**src/afr_pkg.sv**
```systemverilog
`timescale 1ns / 1ps

package afr_pkg;

    // Configuration register indexes
    localparam int AFR_CFG_IDX_W = 2;
    localparam logic [AFR_CFG_IDX_W-1:0] AFR_REG_ADDRESS = 2'd0;
    localparam logic [AFR_CFG_IDX_W-1:0] AFR_REG_COMMAND = 2'd1;
    localparam logic [AFR_CFG_IDX_W-1:0] AFR_REG_SKIP    = 2'd2;

    // Answer command carries the request command with this bit set
    localparam logic [7:0] AFR_ACK_BIT = 8'h80;

    // Default depth of the result queue between parser and output stage
    localparam int AFR_QUEUE_DEPTH = 4;

    // Output stream packing
    localparam int AFR_M_TDATA_W = 32;

    // Result kinds
    localparam logic AFR_KIND_PAYLOAD = 1'b0;
    localparam logic AFR_KIND_STATUS  = 1'b1;

    // Frame status codes
    localparam logic [2:0] AFR_ST_OK       = 3'd0;
    localparam logic [2:0] AFR_ST_REJECT   = 3'd1;
    localparam logic [2:0] AFR_ST_CHECKSUM = 3'd2;
    localparam logic [2:0] AFR_ST_NO_ADDR  = 3'd3;
    localparam logic [2:0] AFR_ST_TIMEOUT  = 3'd4;

    // Parser phases
    typedef enum logic [5:0] {
        PH_HUNT  = 6'b000001,
        PH_LEN   = 6'b000010,
        PH_CMD   = 6'b000100,
        PH_SKIP  = 6'b001000,
        PH_DATA  = 6'b010000,
        PH_CHECK = 6'b100000
    } afr_phase_t;

    // Configuration seen by the parser
    typedef struct packed {
        logic [7:0] expected_address;
        logic [7:0] request_command;
        logic [7:0] skip_count;
    } afr_cfg_t;

    // One result item as it travels through the queue
    typedef struct packed {
        logic       kind;
        logic [7:0] payload_byte;
        logic [7:0] payload_index;
        logic [2:0] status;
        logic [7:0] data_length;
    } afr_result_t;

endpackage

```
**src/afr_front.sv**
```systemverilog
`timescale 1ns / 1ps

module afr_front (
    input  logic                              aclk,
    input  logic                              aresetn,
    input  logic                              s_tvalid,
    output logic                              s_tready,
    input  logic [7:0]                        s_tdata,   // [7:0] rx_byte
    input  logic                              s_tuser,   // [0] action
    input  logic                              cfg_valid,
    output logic                              cfg_ready,
    input  logic [afr_pkg::AFR_CFG_IDX_W-1:0] cfg_index,
    input  logic [7:0]                        cfg_data,
    input  logic                              q_full,
    output logic                              push,
    output afr_pkg::afr_result_t              push_data
);
    import afr_pkg::*;

    afr_cfg_t   cfg_reg;
    afr_phase_t phase_reg, phase_next;
    logic [7:0] csum_reg, csum_next;
    logic [7:0] skip_rem_reg, skip_rem_next;
    logic [7:0] data_rem_reg, data_rem_next;
    logic [7:0] data_pos_reg, data_pos_next;
    logic       accept;
    logic [9:0] len_wide;
    logic       len_pos;
    afr_phase_t after_cmd_phase;

    assign cfg_ready = 1'b1;
    assign s_tready  = !q_full;
    assign accept    = s_tvalid && s_tready;

    // Payload length after the command: L - 2 - skip, clamped at zero
    assign len_wide = {2'b00, data_rem_reg} - 10'd2 - {2'b00, cfg_reg.skip_count};
    assign len_pos  = !len_wide[9] && (len_wide != 10'd0);
    assign after_cmd_phase = (cfg_reg.skip_count != 8'd0) ? PH_SKIP :
                             (len_pos ? PH_DATA : PH_CHECK);

    // Hold configuration registers; unknown indexes are dropped
    always_ff @(posedge aclk) begin
        if (!aresetn) begin
            cfg_reg <= '0;
        end else if (cfg_valid) begin
            case (cfg_index)
                AFR_REG_ADDRESS: cfg_reg.expected_address <= cfg_data;
                AFR_REG_COMMAND: cfg_reg.request_command  <= cfg_data;
                AFR_REG_SKIP:    cfg_reg.skip_count       <= cfg_data;
                default: ;
            endcase
        end
    end

    // Parse one item per transfer and classify its result
    always_comb begin
        phase_next    = phase_reg;
        csum_next     = csum_reg;
        skip_rem_next = skip_rem_reg;
        data_rem_next = data_rem_reg;
        data_pos_next = data_pos_reg;
        push          = 1'b0;
        push_data     = '0;
        if (accept) begin
            if (s_tuser) begin
                push              = 1'b1;
                push_data.kind    = AFR_KIND_STATUS;
                push_data.status  = (phase_reg == PH_HUNT) ? AFR_ST_NO_ADDR : AFR_ST_TIMEOUT;
                phase_next        = PH_HUNT;
            end else begin
                case (phase_reg)
                    PH_HUNT: begin
                        if (s_tdata == cfg_reg.expected_address) begin
                            csum_next  = s_tdata;
                            phase_next = PH_LEN;
                        end
                    end
                    PH_LEN: begin
                        csum_next     = csum_reg ^ s_tdata;
                        data_rem_next = s_tdata;
                        phase_next    = PH_CMD;
                    end
                    PH_CMD: begin
                        if (s_tdata != (cfg_reg.request_command | AFR_ACK_BIT)) begin
                            push             = 1'b1;
                            push_data.kind   = AFR_KIND_STATUS;
                            push_data.status = AFR_ST_REJECT;
                            phase_next       = PH_HUNT;
                        end else begin
                            csum_next     = csum_reg ^ s_tdata;
                            data_rem_next = len_pos ? len_wide[7:0] : 8'd0;
                            data_pos_next = 8'd0;
                            skip_rem_next = cfg_reg.skip_count;
                            phase_next    = after_cmd_phase;
                        end
                    end
                    PH_SKIP: begin
                        csum_next     = csum_reg ^ s_tdata;
                        skip_rem_next = skip_rem_reg - 8'd1;
                        if (skip_rem_reg == 8'd1) begin
                            phase_next = (data_rem_reg != 8'd0) ? PH_DATA : PH_CHECK;
                        end
                    end
                    PH_DATA: begin
                        csum_next               = csum_reg ^ s_tdata;
                        push                    = 1'b1;
                        push_data.kind          = AFR_KIND_PAYLOAD;
                        push_data.payload_byte  = s_tdata;
                        push_data.payload_index = data_pos_reg;
                        data_pos_next           = data_pos_reg + 8'd1;
                        data_rem_next           = data_rem_reg - 8'd1;
                        if (data_rem_reg == 8'd1) begin
                            phase_next = PH_CHECK;
                        end
                    end
                    PH_CHECK: begin
                        push           = 1'b1;
                        push_data.kind = AFR_KIND_STATUS;
                        if (s_tdata == csum_reg) begin
                            push_data.status      = AFR_ST_OK;
                            push_data.data_length = data_pos_reg;
                        end else begin
                            push_data.status = AFR_ST_CHECKSUM;
                        end
                        phase_next = PH_HUNT;
                    end
                    default: begin
                        phase_next = PH_HUNT;
                    end
                endcase
            end
        end
    end

    // Advance parser state
    always_ff @(posedge aclk) begin
        if (!aresetn) begin
            phase_reg    <= PH_HUNT;
            csum_reg     <= '0;
            skip_rem_reg <= '0;
            data_rem_reg <= '0;
            data_pos_reg <= '0;
        end else begin
            phase_reg    <= phase_next;
            csum_reg     <= csum_next;
            skip_rem_reg <= skip_rem_next;
            data_rem_reg <= data_rem_next;
            data_pos_reg <= data_pos_next;
        end
    end

endmodule

```
**src/afr_queue.sv**
```systemverilog
`timescale 1ns / 1ps

module afr_queue #(
    parameter int DEPTH = afr_pkg::AFR_QUEUE_DEPTH
) (
    input  logic                 aclk,
    input  logic                 aresetn,
    input  logic                 push,
    input  afr_pkg::afr_result_t push_data,
    output logic                 full,
    input  logic                 pop,
    output logic                 q_valid,
    output afr_pkg::afr_result_t q_data
);
    import afr_pkg::*;

    localparam int PTR_W = (DEPTH > 1) ? $clog2(DEPTH) : 1;
    localparam int CNT_W = $clog2(DEPTH + 1);
    localparam logic [PTR_W-1:0] LAST_PTR = PTR_W'(DEPTH - 1);
    localparam logic [CNT_W-1:0] FULL_CNT = CNT_W'(DEPTH);

    afr_result_t      entry_reg [DEPTH];
    logic [PTR_W-1:0] wr_ptr_reg, rd_ptr_reg;
    logic [CNT_W-1:0] count_reg;
    logic             do_push, do_pop;

    assign full    = (count_reg == FULL_CNT);
    assign q_valid = (count_reg != '0);
    assign q_data  = entry_reg[rd_ptr_reg];
    assign do_push = push && !full;
    assign do_pop  = pop && q_valid;

    // Store pushed results
    always_ff @(posedge aclk) begin
        if (do_push) begin
            entry_reg[wr_ptr_reg] <= push_data;
        end
    end

    // Advance pointers and fill count
    always_ff @(posedge aclk) begin
        if (!aresetn) begin
            wr_ptr_reg <= '0;
            rd_ptr_reg <= '0;
            count_reg  <= '0;
        end else begin
            if (do_push) begin
                wr_ptr_reg <= (wr_ptr_reg == LAST_PTR) ? '0 : wr_ptr_reg + PTR_W'(1);
            end
            if (do_pop) begin
                rd_ptr_reg <= (rd_ptr_reg == LAST_PTR) ? '0 : rd_ptr_reg + PTR_W'(1);
            end
            if (do_push && !do_pop) begin
                count_reg <= count_reg + CNT_W'(1);
            end else if (do_pop && !do_push) begin
                count_reg <= count_reg - CNT_W'(1);
            end
        end
    end

endmodule

```
**src/afr_back.sv**
```systemverilog
`timescale 1ns / 1ps

module afr_back (
    input  logic                                 aclk,
    input  logic                                 aresetn,
    input  logic                                 q_valid,
    input  afr_pkg::afr_result_t                 q_data,
    output logic                                 pop,
    output logic                                 m_tvalid,
    input  logic                                 m_tready,
    output logic [afr_pkg::AFR_M_TDATA_W-1:0]    m_tdata,
    output logic                                 m_tuser
);
    import afr_pkg::*;

    logic        out_valid_reg;
    afr_result_t out_data_reg;

    // Take the queue head whenever the output register is free or drains
    assign pop = q_valid && (!out_valid_reg || m_tready);

    always_ff @(posedge aclk) begin
        if (!aresetn) begin
            out_valid_reg <= 1'b0;
        end else if (pop) begin
            out_valid_reg <= 1'b1;
        end else if (m_tready) begin
            out_valid_reg <= 1'b0;
        end
    end

    // Hold the result until its transfer completes
    always_ff @(posedge aclk) begin
        if (pop) begin
            out_data_reg <= q_data;
        end
    end

    // Pack fields from the lowest bit up, zero fill to whole bytes
    assign m_tvalid = out_valid_reg;
    assign m_tuser  = out_data_reg.kind;
    assign m_tdata  = {5'b00000,
                       out_data_reg.data_length,
                       out_data_reg.status,
                       out_data_reg.payload_index,
                       out_data_reg.payload_byte};

endmodule

```
**src/answer_frame_receiver_top.sv**
```systemverilog
`timescale 1ns / 1ps

// Answer frame receiver. Takes one received byte or timeout event per transfer on the
// s_ stream (tuser = 1 marks a timeout) and returns payload bytes and a final frame
// status on the m_ stream (tuser = 0 payload, 1 status). A parser takes one item every
// clock cycle while s_tready is high; each result reaches m_tvalid through a small
// result queue and an output register. s_tready drops only while that queue
// (QUEUE_DEPTH entries) is full, so the input keeps its full rate for as long as the
// output side keeps up. Configuration writes are always taken (cfg_ready stays high) and
// must only be issued while no frame is in progress.
module answer_frame_receiver_top #(
    parameter int QUEUE_DEPTH = afr_pkg::AFR_QUEUE_DEPTH
) (
    input  logic                              aclk,
    input  logic                              aresetn,
    input  logic                              s_tvalid,
    output logic                              s_tready,
    input  logic [7:0]                        s_tdata,   // [7:0] rx_byte
    input  logic                              s_tuser,   // [0] action
    output logic                              m_tvalid,
    input  logic                              m_tready,
    // [7:0] payload_byte, [15:8] payload_index, [18:16] status,
    // [26:19] data_length, [31:27] zero
    output logic [afr_pkg::AFR_M_TDATA_W-1:0] m_tdata,
    output logic                              m_tuser,   // [0] kind
    input  logic                              cfg_valid,
    output logic                              cfg_ready,
    input  logic [afr_pkg::AFR_CFG_IDX_W-1:0] cfg_index,
    input  logic [7:0]                        cfg_data
);
    import afr_pkg::*;

    logic        q_full, push, pop, q_valid;
    afr_result_t push_data, q_data;

    afr_front u_front (
        .aclk      (aclk),
        .aresetn   (aresetn),
        .s_tvalid  (s_tvalid),
        .s_tready  (s_tready),
        .s_tdata   (s_tdata),
        .s_tuser   (s_tuser),
        .cfg_valid (cfg_valid),
        .cfg_ready (cfg_ready),
        .cfg_index (cfg_index),
        .cfg_data  (cfg_data),
        .q_full    (q_full),
        .push      (push),
        .push_data (push_data)
    );

    afr_queue #(
        .DEPTH (QUEUE_DEPTH)
    ) u_queue (
        .aclk      (aclk),
        .aresetn   (aresetn),
        .push      (push),
        .push_data (push_data),
        .full      (q_full),
        .pop       (pop),
        .q_valid   (q_valid),
        .q_data    (q_data)
    );

    afr_back u_back (
        .aclk     (aclk),
        .aresetn  (aresetn),
        .q_valid  (q_valid),
        .q_data   (q_data),
        .pop      (pop),
        .m_tvalid (m_tvalid),
        .m_tready (m_tready),
        .m_tdata  (m_tdata),
        .m_tuser  (m_tuser)
    );

endmodule

```
**config.mk**
```make
export PLATFORM = sky130hd
export DESIGN_NAME = answer_frame_receiver_top
export DESIGN_NICKNAME = d
export VERILOG_FILES = /design/src/afr_pkg.sv /design/src/afr_front.sv /design/src/afr_queue.sv /design/src/afr_back.sv /design/src/answer_frame_receiver_top.sv
export SDC_FILE = /design/constraint.sdc
export NUM_CORES = 1
export LEC_CHECK = 0
export BUFFER_PORTS_ARGS = -buffer_cell sky130_fd_sc_hd__buf_2
export CAP_MARGIN = 20
export CORE_ASPECT_RATIO = 1.25
export CORE_UTILIZATION = 45
export DETAILED_ROUTE_END_ITERATION = 6
export GPL_ROUTABILITY_DRIVEN = 0
export PLACE_DENSITY_LB_ADDON = 0.12
export SETUP_SLACK_MARGIN = 0.2
export SYNTH_ARGS = -nofsm -noshare
export SYNTH_HDL_FRONTEND = slang
export SYNTH_SLANG_ARGS = --single-unit
```
**constraint.sdc**
```tcl
create_clock -name aclk -period 3.5 [get_ports aclk]
set_input_delay 0.525 -clock aclk [delete_from_list [all_inputs] [get_ports aclk]]
set_output_delay 0.525 -clock aclk [all_outputs]
set_load 0.05 [all_outputs]
```
==> results of run 1 <==
-- cell type report --
cell class / instances / area, um2 / share of cell area
timing repair buffer: 69 / 385 / 0.0350
multi-input combinational: 504 / 3920 / 0.356
sequential: 209 / 5590 / 0.508
clock buffer: 30 / 602 / 0.0547
clock inverter: 9 / 96.3 / 0.00875
tap: 274 / 343 / 0.0311
inverter: 21 / 78.8 / 0.00716
-- critical path: stages (launching register included) --
cell and delay, ns:
dfxtp_1 0.35, inv_1 0.22, ha_1 0.26, nor3b_2 0.31
xor2_1 0.25, ha_1 0.31, o21a_1 0.20, o31a_1 0.15
o32a_1 0.25, xor2_1 0.24, nor4_2 0.09, o41a_1 0.32
-- kinds of logic (layout without fill, tap and decap cells) --
| family | Yosys count | after routing |
|---|---|---|
| DFF | 209 | 209 |
| adders and majority gates | 24 | 24 |
| and+or+nand+nor | 245 | 245 |
| AOI/OAI and AO/OA | 117 | 117 |
| muxes | 62 | 62 |
| buffers and inverters | 72 | 129 |
| other | 2 | 6 |
| xor gates and xnor gates | 50 | 50 |
-- routing by layer --
layer / track usage / up-vias
li1: - / 2977
met1: 0.232 / 3107
met2: 0.350 / 172
met3: 0.0256 / 46
met4: 0.0860 / 0
met5: 0 / -
-- where the power goes --
part	leakage, nW	internal, mW	switching (mW)
sequential	1.89	3.00	0.199
clock	0.336	1.35	0.899
combinational	1.74	0.598	1.17
-- final timing paths --
check	start	endpoint	slack [ns]	cells past startpoint
worst max-delay path	u_front.data_rem_reg[1]	u_front.phase_reg[5]	0.43	11
worst min-delay path	aresetn	u_front.phase_reg[0]	0.35	2
worst max register to register	u_front.data_rem_reg[1]	u_front.phase_reg[5]	0.43	11
worst min register to register	u_front.skip_rem_reg[7]	u_front.skip_rem_reg[7]	0.50	2
-- per-stage QoR --
stage / cells / setup slack (ns) / total power, mW
5_1_grt: 1116 / 0.229 / 7.54
3_5_place_dp: 1077 / 0.278 / 5.05
3_3_place_gp: 1077 / 0.405 / 5.03
6_report: 1116 / 0.427 / 7.22
4_1_cts: 1116 / 0.249 / 7.31
2_1_floorplan: 785 / 0.642 / 4.62
-- repair_timing --
| item | in CTS | in global routing |
|---|---|---|
| endpoints found under the setup margin | 0 | 6 |
| hold buffers | 0 | 0 |
| resized for setup | 0 | 3 |
| endpoints found under the hold margin | 0 | 0 |
-- placed cells by master, fill, tap and decap left out, types with 11 or more instances in the layout --
cell	n
edfxtp_1	140
dfxtp_1	67
buf_2	53
nor2_1	49
nand2_1	45
xnor2_1	36
nor2b_1	34
mux2i_1	33
mux4_2	28
o21ai_0	26
and3_1	24
clkbuf_16	23
ha_1	22
inv_1	21
nand3_1	16
buf_4	16
and2_1	15
a21oi_1	14
xor2_1	14
o211ai_1	13
nor3_1	12
nand4_1	11
==> impl_metrics.yaml, run 1 <==
floorplanning:
  start_util: 0.465
  pin_count: 60
  row_count: 59
  die_y_um: 167
  coreArea_um2: 21000
  die_w_um: 134
  die_area_um2: 22400
routing:
  wirelength_mm: 21.3
  via_per_inst: 5.65
  ant_nets: 0
  vias: 6302
  dr.pass1.iters: 7
  met2_length_mm: 11.0
  drc_errors: 0
  wl_met3_um: 810
  avgRoutedWirePerCell_um: 19.1
  wl_met1_mm: 8.75
  drt_iter0_markers: 430
  top_layer_used: "met4"
grt:
  grt_usage: 0.195
  grt_antenna_before_repair: 0
  grt_max_degree: 55
  grt_pass1_wl_mm: 34.5
  grt.overflow.total: 0
  grt_pass1_vias: 6570
critical_path:
  critPathCaptureType: "flop"
  cp_data_arrival_time_ns: 3.43
  cp_max_fo: 8
  start_kind: "flop"
  critPathRequiredTime_ns: 3.86
  critPathKind: "flop to flop"
synthesis:
  synth_common_cells: "edfxtp_1 (140), dfxtp_1 (69), nor2_1 (49)"
  synth_compound_area_frac: 0.0835
  synthAdderAreaFrac: 0.0322
  yosysMostFrequentCell: "edfxtp_1"
  synth_ff_type: "edfxtp_1"
  synth-seq-area-share: 0.570
  syn-cell-area_um2: 9790
  ys_top_cells_by_area: "edfxtp_1 (43%), dfxtp_1 (14%), mux4_2 (6.4%), mux2i_1 (3.4%), xnor2_1 (3.2%)"
  synth_top_family_by_area: "simple AND/OR/NAND/NOR gates"
  synth_largest_area_cell: "edfxtp_1"
  yosysUniqueCellTypes: 69
  synth_seq_cells: 209
  synth_xor_area_frac: 0.0447
  muxShareOfSynthArea: 0.0993
  yosysWarnings: 0
  synthArstFlopShare: 0
  avgSynthCellArea_um2: 12.5
  synthSimpleGateAreaFrac: 0.135
  synthCells: 781
  netlist.area_leader.share: 0.429
  synth_edf_count: 140
placement:
  portBuffers: 53
  place_area_um2: 10300
  place_hpwl_mm: 14.9
clock_tree:
  clock_latency_ns: 0.49
  cts_max_level: 1
  root_buffer: "clkbuf_16"
  path_clk_slew_ns: 0.06
  cts_tree: "built"
  post-cts-setup-buffers: 0
  cts_buffers: 22
  cts_buffer_depth: 3
  cts.sink_count: 209
finish:
  fin_util: 0.523
  num-fill-cells: 1801
  largest_register_ffs: 112
  diodes: 0
  nets: 875
  area_growth_syn_to_layout_pct: 12.4
  layout-drive-gt1-share: 0.182
  stdcell_area_um2: 11000
timing:
  finalHoldViolCount: 0
  slew_headroom: 0.457
  rsz0062_at_grt: "false"
  skew_ns: 0.00899
  worst_hold_slack_ns: 0.345
  setup_viol: 0
  post-route-period-util: 0.878
  period_minus_slack_ns: 3.07
  fmax_mhz: 325
  tightest_slew_ns: 0.814
  tns_ns: 0
  maxSlewViolCount: 0
min_path:
  min_path_type: "input pin to flop"
flow_run:
  max_cap_viol_count: 0
power:
  p_leak_nw: 3.97
  power_density_nw_per_um2: 655
  peakVddDrop_mv: 0.428
outcome:
  outcome: "completed"
No activity file was read; power rests on OpenSTA's default activity.
==> inputs of run 2 (changes only) <==
SYNTH_HIERARCHICAL = 1   (was not set)
==> impl_metrics.yaml, run 2 <==
synthesis:
  yosysUniqueCellTypes: 71
  syn-cell-area_um2: 9900
  yosysWarnings: 6
  synth_edf_count: 140
  synth-seq-area-share: 0.568
  ys_top_cells_by_area: "edfxtp_1 (42%), dfxtp_1 (14%), mux4_2 (4.5%), mux2i_1 (2.8%), ha_1 (2.8%)"
  synth_ff_type: "edfxtp_1"
  yosysMostFrequentCell: "edfxtp_1"
  synth_largest_area_cell: "edfxtp_1"
  synthArstFlopShare: 0
  synth_common_cells: "edfxtp_1 (140), dfxtp_1 (71), nand2_1 (46)"
  netlist.area_leader.share: 0.425
  avgSynthCellArea_um2: 12.7
  synth_seq_cells: 211
  synthCells: 782
timing:
  rsz0062_at_grt: "false"
  slew_headroom: 0.446
  finalHoldViolCount: 0
  tightest_slew_ns: 0.831
  fmax_mhz: 322
  maxSlewViolCount: 0
  skew_ns: 0.0163
  setup_viol: 0
  tns_ns: 0
  post-route-period-util: 0.888
  period_minus_slack_ns: 3.11
clock_tree:
  post-cts-setup-buffers: 0
  cts_tree: "built"
  root_buffer: "clkbuf_16"
  clock_latency_ns: 0.50
  cts.sink_count: 211
  cts_buffers: 22
  holdBufCountCts: 0
  cts-resized-gates: 1
  path_clk_slew_ns: 0.06
  cts_max_level: 1
  cts_buffer_depth: 3
floorplanning:
  pin_count: 60
  row_count: 60
  coreArea_um2: 21500
  start_util: 0.460
  die_w_um: 135
  die_y_um: 168
  die_area_um2: 22600
routing:
  vias: 6245
  drc_errors: 0
  via_per_inst: 5.53
  avgRoutedWirePerCell_um: 18.4
  wirelength_mm: 20.7
  drt_iter0_markers: 313
  ant_nets: 0
  dr.pass1.iters: 5
critical_path:
  cp_max_fo: 10
  max_stage_delay_ns: 0.43
  crit_path_cell_trace: "nor2_2 -> nand4_1 -> a21oi_2 -> nor2_1 -> a31oi_1 -> nor2b_1 -> ha_1 -> inv_1 -> fa_1 -> xor2_1 -> or3_1 -> a21boi_0"
  reg2reg_from: "u_front/phase_reg[3]"
  critPathRequiredTime_ns: 3.90
  crit_start: "u_front/phase_reg[3]"
  cp_data_arrival_time_ns: 3.51
  critPathCaptureType: "flop"
  start_kind: "flop"
  cpMaxStageDelayCell: "dfxtp_1"
  critPathKind: "flop to flop"
power:
  p_total_mw: 6.88
  p_leak_nw: 3.99
  power_density_nw_per_um2: 617
  p_comb_frac: 0.213
  cell_internal_pwr_mw: 4.76
  p_sw_frac: 0.308
  peakVddDrop_mv: 0.452
  clkPwrFrac: 0.334
  seqPwrFrac: 0.453
  p_switching_mw: 2.12
min_path:
  min_path_type: "input pin to flop"
  min_from: "cfg_data[7]"
grt:
  grt.overflow.total: 0
  grt_pass1_vias: 6449
  grt_pass1_wl_mm: 33.6
  grt_usage: 0.190
  grt_max_degree: 49
  grt_antenna_before_repair: 1
finish:
  final_cell_mix: "edfxtp_1 (140), dfxtp_1 (70), buf_2 (53)"
  largest_register_ffs: 112
  area_growth_syn_to_layout_pct: 12.7
  layout-drive-gt1-share: 0.178
  fin_util: 0.518
  layout_commonest_cell: "edfxtp_1"
  nets: 881
flow_run:
  max_cap_viol_count: 0
placement:
  portBuffers: 53
  place_hpwl_mm: 14.4
outcome:
  outcome: "completed"
[run 2: worst max-delay path, delay by kind of cell, from the launching register on]
family / cells / cell delay, ns
AOI/OAI and AO/OA: 3 / 0.62
and+or+nand+nor: 5 / 1.11
DFF: 1 / 0.43
buffers and inverters: 1 / 0.07
xor gates and xnor gates: 1 / 0.18
adders and majority gates: 2 / 0.61
[run 2: per-layer routing]
layer	vias up	routed length, um	global-route usage
met5	-	0	0
met4	0	621	0.0713
met3	44	776	0.0274
met2	135	11100	0.353
met1	3075	8230	0.217
li1	2991	-	-
[run 2: power groups by stage]
stage               combinational [mW]  sequential [mW]  clock (mW)
global placement                  1.47             3.17           0
CTS                               1.49             3.13        2.36
detailed placement                1.49             3.18           0
finish                            1.47             3.12        2.30
floorplan                        0.546             3.78           0
global route                      1.56             3.15        2.46
[run 2: kinds of logic after synthesis]
| family | Yosys count | synth area share |
|---|---|---|
| AOI/OAI and AO/OA | 129 | 0.0857 |
| xor gates and xnor gates | 49 | 0.0433 |
| and+or+nand+nor | 237 | 0.138 |
| muxes | 56 | 0.0950 |
| buffers and inverters | 74 | 0.0370 |
| adders and majority gates | 24 | 0.0318 |
| other | 2 | 0.000758 |
| DFF | 211 | 0.568 |
[run 2: path summary, 6_finish.rpt]
kind                                              end  slack, ns  depth (start not counted)
worst min register to register  u_queue/wr_ptr_reg[1]       0.50                          2
worst max-delay path             u_queue/count_reg[2]       0.39                         12
worst max register to register   u_queue/count_reg[2]       0.39                         12
worst min-delay path               u_front/cfg_reg[7]       0.29                          3
[run 2: final cells by class]
type	count	area, um2
diodes	1	2.50
multi-input cells	501	3960
repair buffers	71	400
fillers	1877	10400
clock buffers	30	601
well taps	279	349
clock inverters	10	124
inverters	26	97.6
flip-flops and latches	211	5630
[run 2: stage by stage]
stage | hold slack (ns) | std cells | worst slack, ns | cell area (um2)
6_report | 0.295 | 1129 | 0.391 | 11200
5_1_grt | 0.303 | 1128 | 0.215 | 11200
4_1_cts | 0.277 | 1128 | 0.318 | 11100
3_5_place_dp | 0.503 | 1088 | 0.162 | 10400
3_3_place_gp | 0.478 | 1088 | 0.323 | 10400
2_1_floorplan | 0.468 | 786 | 0.228 | 9920
